`src/tksq_pkg.sv`:
```
// Shared types and constants for the two-key sorted priority queue.
`timescale 1ns / 1ps

package tksq_pkg;

  localparam int unsigned QUEUE_DEPTH = 16;
  localparam int unsigned CNT_W       = $clog2(QUEUE_DEPTH + 1);

  localparam int unsigned TAG_W = 16;
  localparam int unsigned PRI_W = 8;
  localparam int unsigned DUR_W = 16;
  localparam int unsigned OCC_W = 5;
  localparam int unsigned STA_W = 2;

  localparam logic MODE_ENQ = 1'b0;
  localparam logic MODE_DEQ = 1'b1;

  localparam logic [STA_W-1:0] STAT_DONE  = 2'd0;
  localparam logic [STA_W-1:0] STAT_EMPTY = 2'd1;
  localparam logic [STA_W-1:0] STAT_FULL  = 2'd2;

  typedef struct packed {
    logic [TAG_W-1:0] tag;
    logic [PRI_W-1:0] prio;
    logic [DUR_W-1:0] dur;
  } entry_t;

  // broadcast to every cell
  typedef struct packed {
    logic   push;
    logic   pop;
    entry_t ent;
  } ctrl_t;

endpackage

```
`src/two_key_sorted_priority_queue.sv`:
```
// Top level of the two-key sorted priority queue: cell chain, count and result register.
`timescale 1ns / 1ps
// Usage
//   Input channel (in_valid_i / in_ready_o) carries one operation per transfer:
//   mode_i = enqueue puts entry_tag_i/entry_priority_i/entry_duration_i in sorted
//   place, mode_i = dequeue takes the head (the entry fields are ignored then).
//   Order: smaller priority first, then shorter duration; a new entry goes ahead
//   of equal ones.
//   Output channel (out_valid_o / out_ready_i) returns exactly one result per
//   operation: status, the removed entry (zero unless a dequeue succeeded) and
//   the occupancy after the operation.
//   Timing: the result is registered and valid in the cycle after the input transfer.
//   Throughput: one operation per cycle unless the output stalls; every cell compares its slot with the
//   new entry and shifts in the same cycle, so nothing iterates.
//   Stall: the result register holds while out_ready_i is low; a new input is
//   taken only when that register is empty or being emptied in the same cycle.
//   Reset: all slots read empty, count zero, no result pending.
//   Enqueue when full gives status full, dequeue when empty gives status empty;
//   neither changes the queue.

module two_key_sorted_priority_queue (
  input  logic                       clk_i,
  input  logic                       rst_ni,
  input  logic                       in_valid_i,
  output logic                       in_ready_o,
  input  logic                       mode_i,
  input  logic [tksq_pkg::TAG_W-1:0] entry_tag_i,
  input  logic [tksq_pkg::PRI_W-1:0] entry_priority_i,
  input  logic [tksq_pkg::DUR_W-1:0] entry_duration_i,
  output logic                       out_valid_o,
  input  logic                       out_ready_i,
  output logic [tksq_pkg::STA_W-1:0] status_o,
  output logic [tksq_pkg::TAG_W-1:0] removed_tag_o,
  output logic [tksq_pkg::PRI_W-1:0] removed_priority_o,
  output logic [tksq_pkg::DUR_W-1:0] removed_duration_o,
  output logic [tksq_pkg::OCC_W-1:0] occupancy_o
);

  localparam int unsigned N = tksq_pkg::QUEUE_DEPTH;

  logic                       accept;
  logic                       full, empty;
  tksq_pkg::ctrl_t            ctrl;
  logic [tksq_pkg::CNT_W-1:0] count_q, count_d;

  logic                       out_valid_q;
  logic [tksq_pkg::STA_W-1:0] status_q, status_d;
  tksq_pkg::entry_t           removed_q, removed_d;
  logic [tksq_pkg::OCC_W-1:0] occ_q;

  logic             ahead [N];
  logic             valid [N];
  tksq_pkg::entry_t entry [N];

  // result register frees up on the same edge it is read
  assign in_ready_o = !out_valid_q || out_ready_i;
  assign accept     = in_valid_i && in_ready_o;

  assign full  = (count_q == tksq_pkg::CNT_W'(N));
  assign empty = (count_q == '0);

  assign ctrl.push     = accept && (mode_i == tksq_pkg::MODE_ENQ) && !full;
  assign ctrl.pop      = accept && (mode_i == tksq_pkg::MODE_DEQ) && !empty;
  assign ctrl.ent.tag  = entry_tag_i;
  assign ctrl.ent.prio = entry_priority_i;
  assign ctrl.ent.dur  = entry_duration_i;

  // slot 0 is the head; data moves right on enqueue, left on dequeue
  for (genvar i = 0; i < N; i++) begin : g_cell
    logic             l_ahead, l_valid, r_valid;
    tksq_pkg::entry_t l_entry, r_entry;

    if (i == 0) begin : g_head
      assign l_ahead = 1'b1;
      assign l_valid = 1'b1;
      assign l_entry = ctrl.ent;
    end else begin : g_body
      assign l_ahead = ahead[i-1];
      assign l_valid = valid[i-1];
      assign l_entry = entry[i-1];
    end

    if (i == N - 1) begin : g_tail
      assign r_valid = 1'b0;
      assign r_entry = '0;
    end else begin : g_mid
      assign r_valid = valid[i+1];
      assign r_entry = entry[i+1];
    end

    tksq_cell u_cell (
      .clk_i        (clk_i),
      .rst_ni       (rst_ni),
      .ctrl_i       (ctrl),
      .left_ahead_i (l_ahead),
      .left_valid_i (l_valid),
      .left_entry_i (l_entry),
      .right_valid_i(r_valid),
      .right_entry_i(r_entry),
      .ahead_o      (ahead[i]),
      .valid_o      (valid[i]),
      .entry_o      (entry[i])
    );
  end

  always_comb begin
    count_d   = count_q;
    status_d  = tksq_pkg::STAT_DONE;
    removed_d = '0;
    if (ctrl.push) begin
      count_d = count_q + 1'b1;
    end else if (ctrl.pop) begin
      count_d   = count_q - 1'b1;
      removed_d = entry[0];
    end else if (mode_i == tksq_pkg::MODE_ENQ) begin
      status_d = tksq_pkg::STAT_FULL;
    end else begin
      status_d = tksq_pkg::STAT_EMPTY;
    end
  end

  always_ff @(posedge clk_i or negedge rst_ni) begin
    if (!rst_ni) begin
      count_q     <= '0;
      out_valid_q <= 1'b0;
    end else begin
      if (accept) begin
        count_q     <= count_d;
        out_valid_q <= 1'b1;
      end else if (out_ready_i) begin
        out_valid_q <= 1'b0;
      end
    end
  end

  always_ff @(posedge clk_i) begin
    if (accept) begin
      status_q  <= status_d;
      removed_q <= removed_d;
      occ_q     <= tksq_pkg::OCC_W'(count_d);
    end
  end

  assign out_valid_o        = out_valid_q;
  assign status_o           = status_q;
  assign removed_tag_o      = removed_q.tag;
  assign removed_priority_o = removed_q.prio;
  assign removed_duration_o = removed_q.dur;
  assign occupancy_o        = occ_q;

endmodule

```
`src/tksq_cell.sv`:
```
// One slot of the sorted queue: holds an entry, compares and shifts.
`timescale 1ns / 1ps

module tksq_cell (
  input  logic            clk_i,
  input  logic            rst_ni,
  input  tksq_pkg::ctrl_t ctrl_i,
  input  logic            left_ahead_i,
  input  logic            left_valid_i,
  input  tksq_pkg::entry_t left_entry_i,
  input  logic            right_valid_i,
  input  tksq_pkg::entry_t right_entry_i,
  output logic            ahead_o,
  output logic            valid_o,
  output tksq_pkg::entry_t entry_o
);

  logic             valid_q, valid_d;
  tksq_pkg::entry_t entry_q, entry_d;

  // strictly ahead of the new entry: new one goes behind this slot
  assign ahead_o = valid_q &&
                   ((entry_q.prio < ctrl_i.ent.prio) ||
                    ((entry_q.prio == ctrl_i.ent.prio) && (entry_q.dur < ctrl_i.ent.dur)));

  always_comb begin
    valid_d = valid_q;
    entry_d = entry_q;
    if (ctrl_i.push) begin
      valid_d = valid_q | left_valid_i;
      if (!ahead_o) begin
        entry_d = left_ahead_i ? ctrl_i.ent : left_entry_i;
      end
    end else if (ctrl_i.pop) begin
      valid_d = right_valid_i;
      entry_d = right_entry_i;
    end
  end

  always_ff @(posedge clk_i or negedge rst_ni) begin
    if (!rst_ni) begin
      valid_q <= 1'b0;
    end else begin
      valid_q <= valid_d;
    end
  end

  always_ff @(posedge clk_i) begin
    entry_q <= entry_d;
  end

  assign valid_o = valid_q;
  assign entry_o = entry_q;

endmodule

```
`config.mk`:
```
export PLATFORM = sky130hd
export DESIGN_NAME = two_key_sorted_priority_queue
export DESIGN_NICKNAME = d
export VERILOG_FILES = /design/src/tksq_pkg.sv /design/src/two_key_sorted_priority_queue.sv /design/src/tksq_cell.sv
export SDC_FILE = /design/constraint.sdc
export NUM_CORES = 2
export LEC_CHECK = 0
export BUFFER_PORTS_ARGS = -buffer_cell sky130_fd_sc_hd__buf_2
export CAP_MARGIN = 20
export CORE_MARGIN = 8
export CORE_UTILIZATION = 35
export CTS_BUF_LIST = sky130_fd_sc_hd__clkbuf_16
export DETAILED_ROUTE_END_ITERATION = 8
export PLACE_DENSITY = 0.53
export SYNTH_ARGS = -nofsm -noshare
export SYNTH_HDL_FRONTEND = slang
export SYNTH_SLANG_ARGS = --single-unit
```
`constraint.sdc`:
```
create_clock -name clk_i -period 5.3 [get_ports clk_i]
set_input_delay 0.795 -clock clk_i [delete_from_list [all_inputs] [get_ports clk_i]]
set_output_delay 0.795 -clock clk_i [all_outputs]
set_load 0.01 [all_outputs]
```
Word level (Yosys, flattened, before mapping) --
Index checks and enable logic that the tools add are counted.
Word-level totals: flip-flop bits (word level) 709, latch bits 0, memory bits (writable) 0, bits in read-only memories 0, input bits 45, output and inout bits 49, word-level logic and storage cells 333, memories 0
Cells by class: $add $sub $neg 2, multiply operators 0, div/mod/pow operators 0, $lt $le $gt $ge 32, eq/ne operators 33, shift-type cells 0, multiplexer cells 100, bitwise operators 17, reductions and logical operators 78
Operators by type and width (number):
- 40-bit two-way mux | 63
- 16-bit < comparator | 16
- 8-bit == test | 16
- 8-bit < comparator | 16
- 1-bit logical AND | 37
- 1-bit two-way mux | 34
- 2-bit != test, second input constant | 16
- 2-bit AND reduction | 16
- 1-bit logical OR | 17
- 1-bit OR | 15
- 5-bit two-way mux | 2
- 5-bit by 1-bit adder with 5-bit output, second input constant | 1
- 5-bit == test, second input constant | 1
- 5-bit zero test | 1
- 5-bit by 1-bit subtractor with 5-bit output, second input constant | 1
- 2-bit nonzero test | 2
- 2-bit OR reduction | 2
- 1-bit zero test | 3
- 2-bit two-way mux | 1
- 1-bit inverter | 2

Depth between registers and ports, before layout --
depth in word-level cells 7, mapped depth 11, gate-level depth less buffers 8

Hierarchy --
Synthesis repeated with hierarchy kept, for this count alone.
Second synthesis, totals: cell total of the unflattened synthesis 4362, area, all modules 45174.6 sq um
Modules (own cells, without submodules):
- tksq_cell at g_cell[0].u_cell ... | times used 11, cells each 265, area an instance 2687.6 sq um, sequential area each 1226.2 sq um
- tksq_cell at g_cell[6].u_cell ... | times used 4, cells each 262, area an instance 2688.8 sq um, sequential area each 1226.2 sq um
- tksq_cell at g_cell[13].u_cell | times used 1, cells each 260, area an instance 2677.6 sq um, sequential area each 1226.2 sq um
- two_key_sorted_priority_queue | times used 1, cells each 139, area an instance 2178.3 sq um, sequential area each 1561.5 sq um

Worst setup path after synthesis --
Ideal clock, no wire load.
path kind input port to flip-flop, from input entry_priority_i[1] in the netlist's numbering, to register g_cell[9].u_cell.entry_q (netlist bit g_cell[9].u_cell.entry_o[0]) (enable), library setup time 0.498 ns, arrival 5.573 ns, required time 4.802 ns, path slack -0.771 ns, cell stages on the path 9, buffers on the path 2, path through clkbuf_1 > inv_1 > ha_1 > nor2b_1 > o211ai_1 > a211o_1 > and2_1 > clkbuf_1 > o31ai_1
On the way: cells in the longest elaborated chain, start to end 6, elaborated cells on any way between the ends 7, those cells by class order compare: 1; eq/ne: 2; reduce/logical: 4
RTL lines:
- start, declared | RTL line two_key_sorted_priority_queue.sv:28 | input logic [tksq_pkg::PRI_W-1:0] entry_priority_i,
- branches (longest 2 deep; another with 8-bit < comparator)
- 1-bit logical OR (*) | RTL line tksq_cell.sv:23 | ((entry_q.prio < ctrl_i.ent.prio) ||
- 1-bit logical AND (*) | RTL line tksq_cell.sv:22 | assign ahead_o = valid_q &&
- 2-bit != test (no source line) (*)
- 2-bit AND reduction (no source line) (*)
- end signal, assigned | RTL line tksq_cell.sv:49 | entry_q <= entry_d;
- end, declared | RTL line tksq_cell.sv:19 | tksq_pkg::entry_t entry_q, entry_d;
Mark *: on every way between the ends. A chain may end at the register's enable or synchronous reset.

==> impl_results.md <==
- Synthesized flop and latch total: just over 700
- FF-to-FF setup slack: between 1500 and 2000 ps
- Worst-margin pin slew: about 1000 ps
- Hold Violations, Final: 0
- Top-count cell post-synth: edfxtp_1
- Crit path capture: g_cell[13].u_cell.entry_o[28]
- Hold-fix buffers, CTS: 0
- Netlist cell types: a little over 60
- Post-Place Cell Area: 0.0469 mm²
- R2R Path End: g_cell[13].u_cell.entry_o[28]
- Clock slew at reported path FFs: 60 ps
- Critical Path Start: entry_priority_i[6]
- Fmax: between 0.2 and 0.3 GHz
- Dpl hpwl: 114000 µm
- Maximum vdd drop: 233 µV
- Most used cell, CP: a21oi_1
- Design Area, Final: between 0.04 and 0.05 mm²
- Final TNS setup: 0 ps
- Row count: between 100 and 150
- RSZ-0062 raised after global routing: false
- Initial DRT Pass Iterations: 6
- Worst setup SP type: input pin
- First-pass GRT wire length: roughly 240000 µm
- Crit end category: flip-flop
- Die width: 371 µm
- Crit path arrival time: 4370 ps
- Area grow syn2layout: 12.4%
- Total Wirelength: ~160000 µm
- Clock buffer depth: 3
- Synth Cell Area: 0.0442 mm²
- Reg2Reg Depth: 8
- Synth area leader: edfxtp_1
- Placer congestion estimate: a little under 0.9
- Syn nets: 4921
- Post-Synthesis Cells: ~4500
- Top cells by count, synth: edfxtp_1 (687), nand2_1 (585), o21ai_1 (477)
- CP Cell Sequence: buf_2 -> inv_1 -> ha_1 -> nand3_1 -> or4_1 -> a21oi_1 -> o311a_1 -> buf_4 -> o21ai_1 -> a21oi_1
- Dpl cells: roughly 6000
- Layout cells sized above 1: 0.0998
- Total Nets Final: 4877
- Post-route DRC: 0
- Clock Latency Late Sink: ~700 ps
- Status: finished clean
- Fill count: roughly 12000
- Tcrit/Tclk final: 0.725
- Fin cells: about 6200
- HP Class: in -> async
- Post-CTS setup buffer count: 0
- Max-Cap Viols: 0
- Fin. max-slew vios: 0
- Power consumption: slightly below 20000 µW
- Clock skew: approximately 26 ps
- Setup violators final: 0
- Die ar.: approximately 0.14 mm²
- Global route total overflow: 0
- Root Buffer Master: clkbuf_16
- Critical-path maximum fanout: 22
- Detail Route Antenna Nets: 0
- Initial antenna violation count: 2
- Core area: between 0.1 and 0.15 mm²
- Sequential-to-total area share from yosys stat: 0.479
- Util after Layout: 0.396
- Largest incremental delay on the critical path: between 700 and 800 ps
- Mapped Avg Cell Area: a little under 10 µm²
- H-tree depth: 3
- Number of global-route vias before repair: 37300
- # clock sinks: just over 700
- Min cycle time layout: 3840 ps
- Synth Flop Type: edfxtp_1
- Starting Density: 0.352
- Slew headroom: 0.316
- R2R Path Start: g_cell[12].u_cell.entry_o[23]
- EDFF count, synth: a little under 700
- Total track usage: 0.231
- TritonCTS Buffers: 86
- Leak: 0.0188 µW
- Post-synth ARST share: 0.0310
- Crit Path Class: in -> reg
- PwrDens: 395 mW/mm²
- Routed len/inst: around 27 µm
- Synth top area share: 0.467
- Via density: 6.02
- Vert. Die Dim: 371 µm
- CTS tree: yes
- Post_cts resized: 0
- Ports: 94
- Synth warnings: 0
- Ranking of synthesized cells by area: edfxtp_1 (47%), ha_1 (10%), o21ai_1 (5.4%), nand2_1 (5.0%), a21oi_1 (5.0%)
- WP data required: between 5000 and 6000 ps
- Port Buffers: a little over 90
- Largest net degree at the start of global routing: around 180
- CP max stage cell: o311a_1
- Initial DRC Count: 3886
- Total number of vias: between 30000 and 40000
through the flow:
step	setup WS, ps	hold WS [ps]
after floorplan	476	485
after global placement	867	506
after detailed placement	791	520
after CTS	1530	133
after global routing	1300	150
final	1460	164
layout make-up:
type	instances	area (µm²)	area share
inverter	46	173	0.00348
timing repair buffer	235	1890	0.0381
clock inverter	71	546	0.0110
sequential	709	21200	0.427
tap	1650	2060	0.0416
clock buffer	86	2150	0.0433
antenna	2	5.00	0.000101
multi-input combinational	3384	21600	0.436
placed cells by master (no fill, tap or decap), types with 6 or more instances in the layout:
cell       Yosys  final
buf_12         0     24
a22oi_1        9      9
inv_1         45     66
nand4_1       52     52
o221a_1       19     19
a211o_1        9      8
nand2b_1      28     28
or4_1         11     11
clkbuf_16      0     86
nor2b_1       27     27
xnor2_1        6      6
dfrtp_1       22     22
o21ai_0      143    143
and3_1         8      8
bufinv_16      0      7
o31ai_4        0      8
buf_2         87     93
o311ai_4       0      7
nand3_1       36     35
clkinv_2       0     12
a21o_1        18     17
edfxtp_1     687    687
a2111oi_0      9      9
a211oi_1      28     28
o21bai_1       6      6
o21a_1        17     17
clkinv_1       0     22
nor2_1       369    369
nand2_1      585    581
a21oi_1      437    435
nor3_1         8      8
mux2i_1      200    200
o21ai_1      477    475
a31oi_1      322    322
ha_1         370    370
o221a_2       61     61
and2_1        49     48
o211ai_1      14     14
buf_4          8    115
kinds of logic after synthesis:
logic type,share of synthesized area
xor+xnor,0.00119
flops,0.479
compound gates,0.216
buf+inv,0.0394
mux,0.0453
simple gates,0.114
fa+ha+maj,0.105
metal layers:
metal	vias up	wire, µm	global-route usage
li1	17000	-	-
met1	18400	66900	0.289
met2	1463	81800	0.406
met3	353	8780	0.0288
met4	0	6590	0.0875
met5	-	0	0
flip-flops by register name, summed over array words and instances, names as in the netlist:
register               count
g_cell.u_cell.entry_o    640
g_cell.u_cell.valid_o     16
removed_duration_o        16
removed_tag_o             16
removed_priority_o         8
count_q                    5
occupancy_o                5
status_o                   2
out_valid_o                1
worst max-delay path, delay by kind of cell:
family	cells	cell delay, ps
and+or+nand+nor	2	740
AOI/OAI and AO/OA	4	1390
adders and majority gates	1	370
buffers and inverters	3	1040
where the power goes:
part	switching (µW)	internal (µW)	total, µW	leakage, µW
Clock	2570	3290	5860	0.00140
Combinational	3590	1980	5570	0.0108
Sequential	795	7380	8180	0.00669
Total	6950	12700	19600	0.0188
how the worst min path moves through the flow:
| stage | from | to | slack, ps | cells past startpoint |
|---|---|---|---|---|
| after detailed placement | out_valid_o | out_valid_o | 520 | 2 |
| after global routing | rst_ni | out_valid_o | 150 | 1 |
| after CTS | rst_ni | out_valid_o | 130 | 1 |
| after global placement | out_valid_o | out_valid_o | 510 | 2 |
| final | rst_ni | count_q[3] | 160 | 1 |
| after floorplan | g_cell[15].u_cell.valid_o | g_cell[15].u_cell.valid_o | 480 | 2 |
Note: power is estimated with default switching activity, not from simulation.
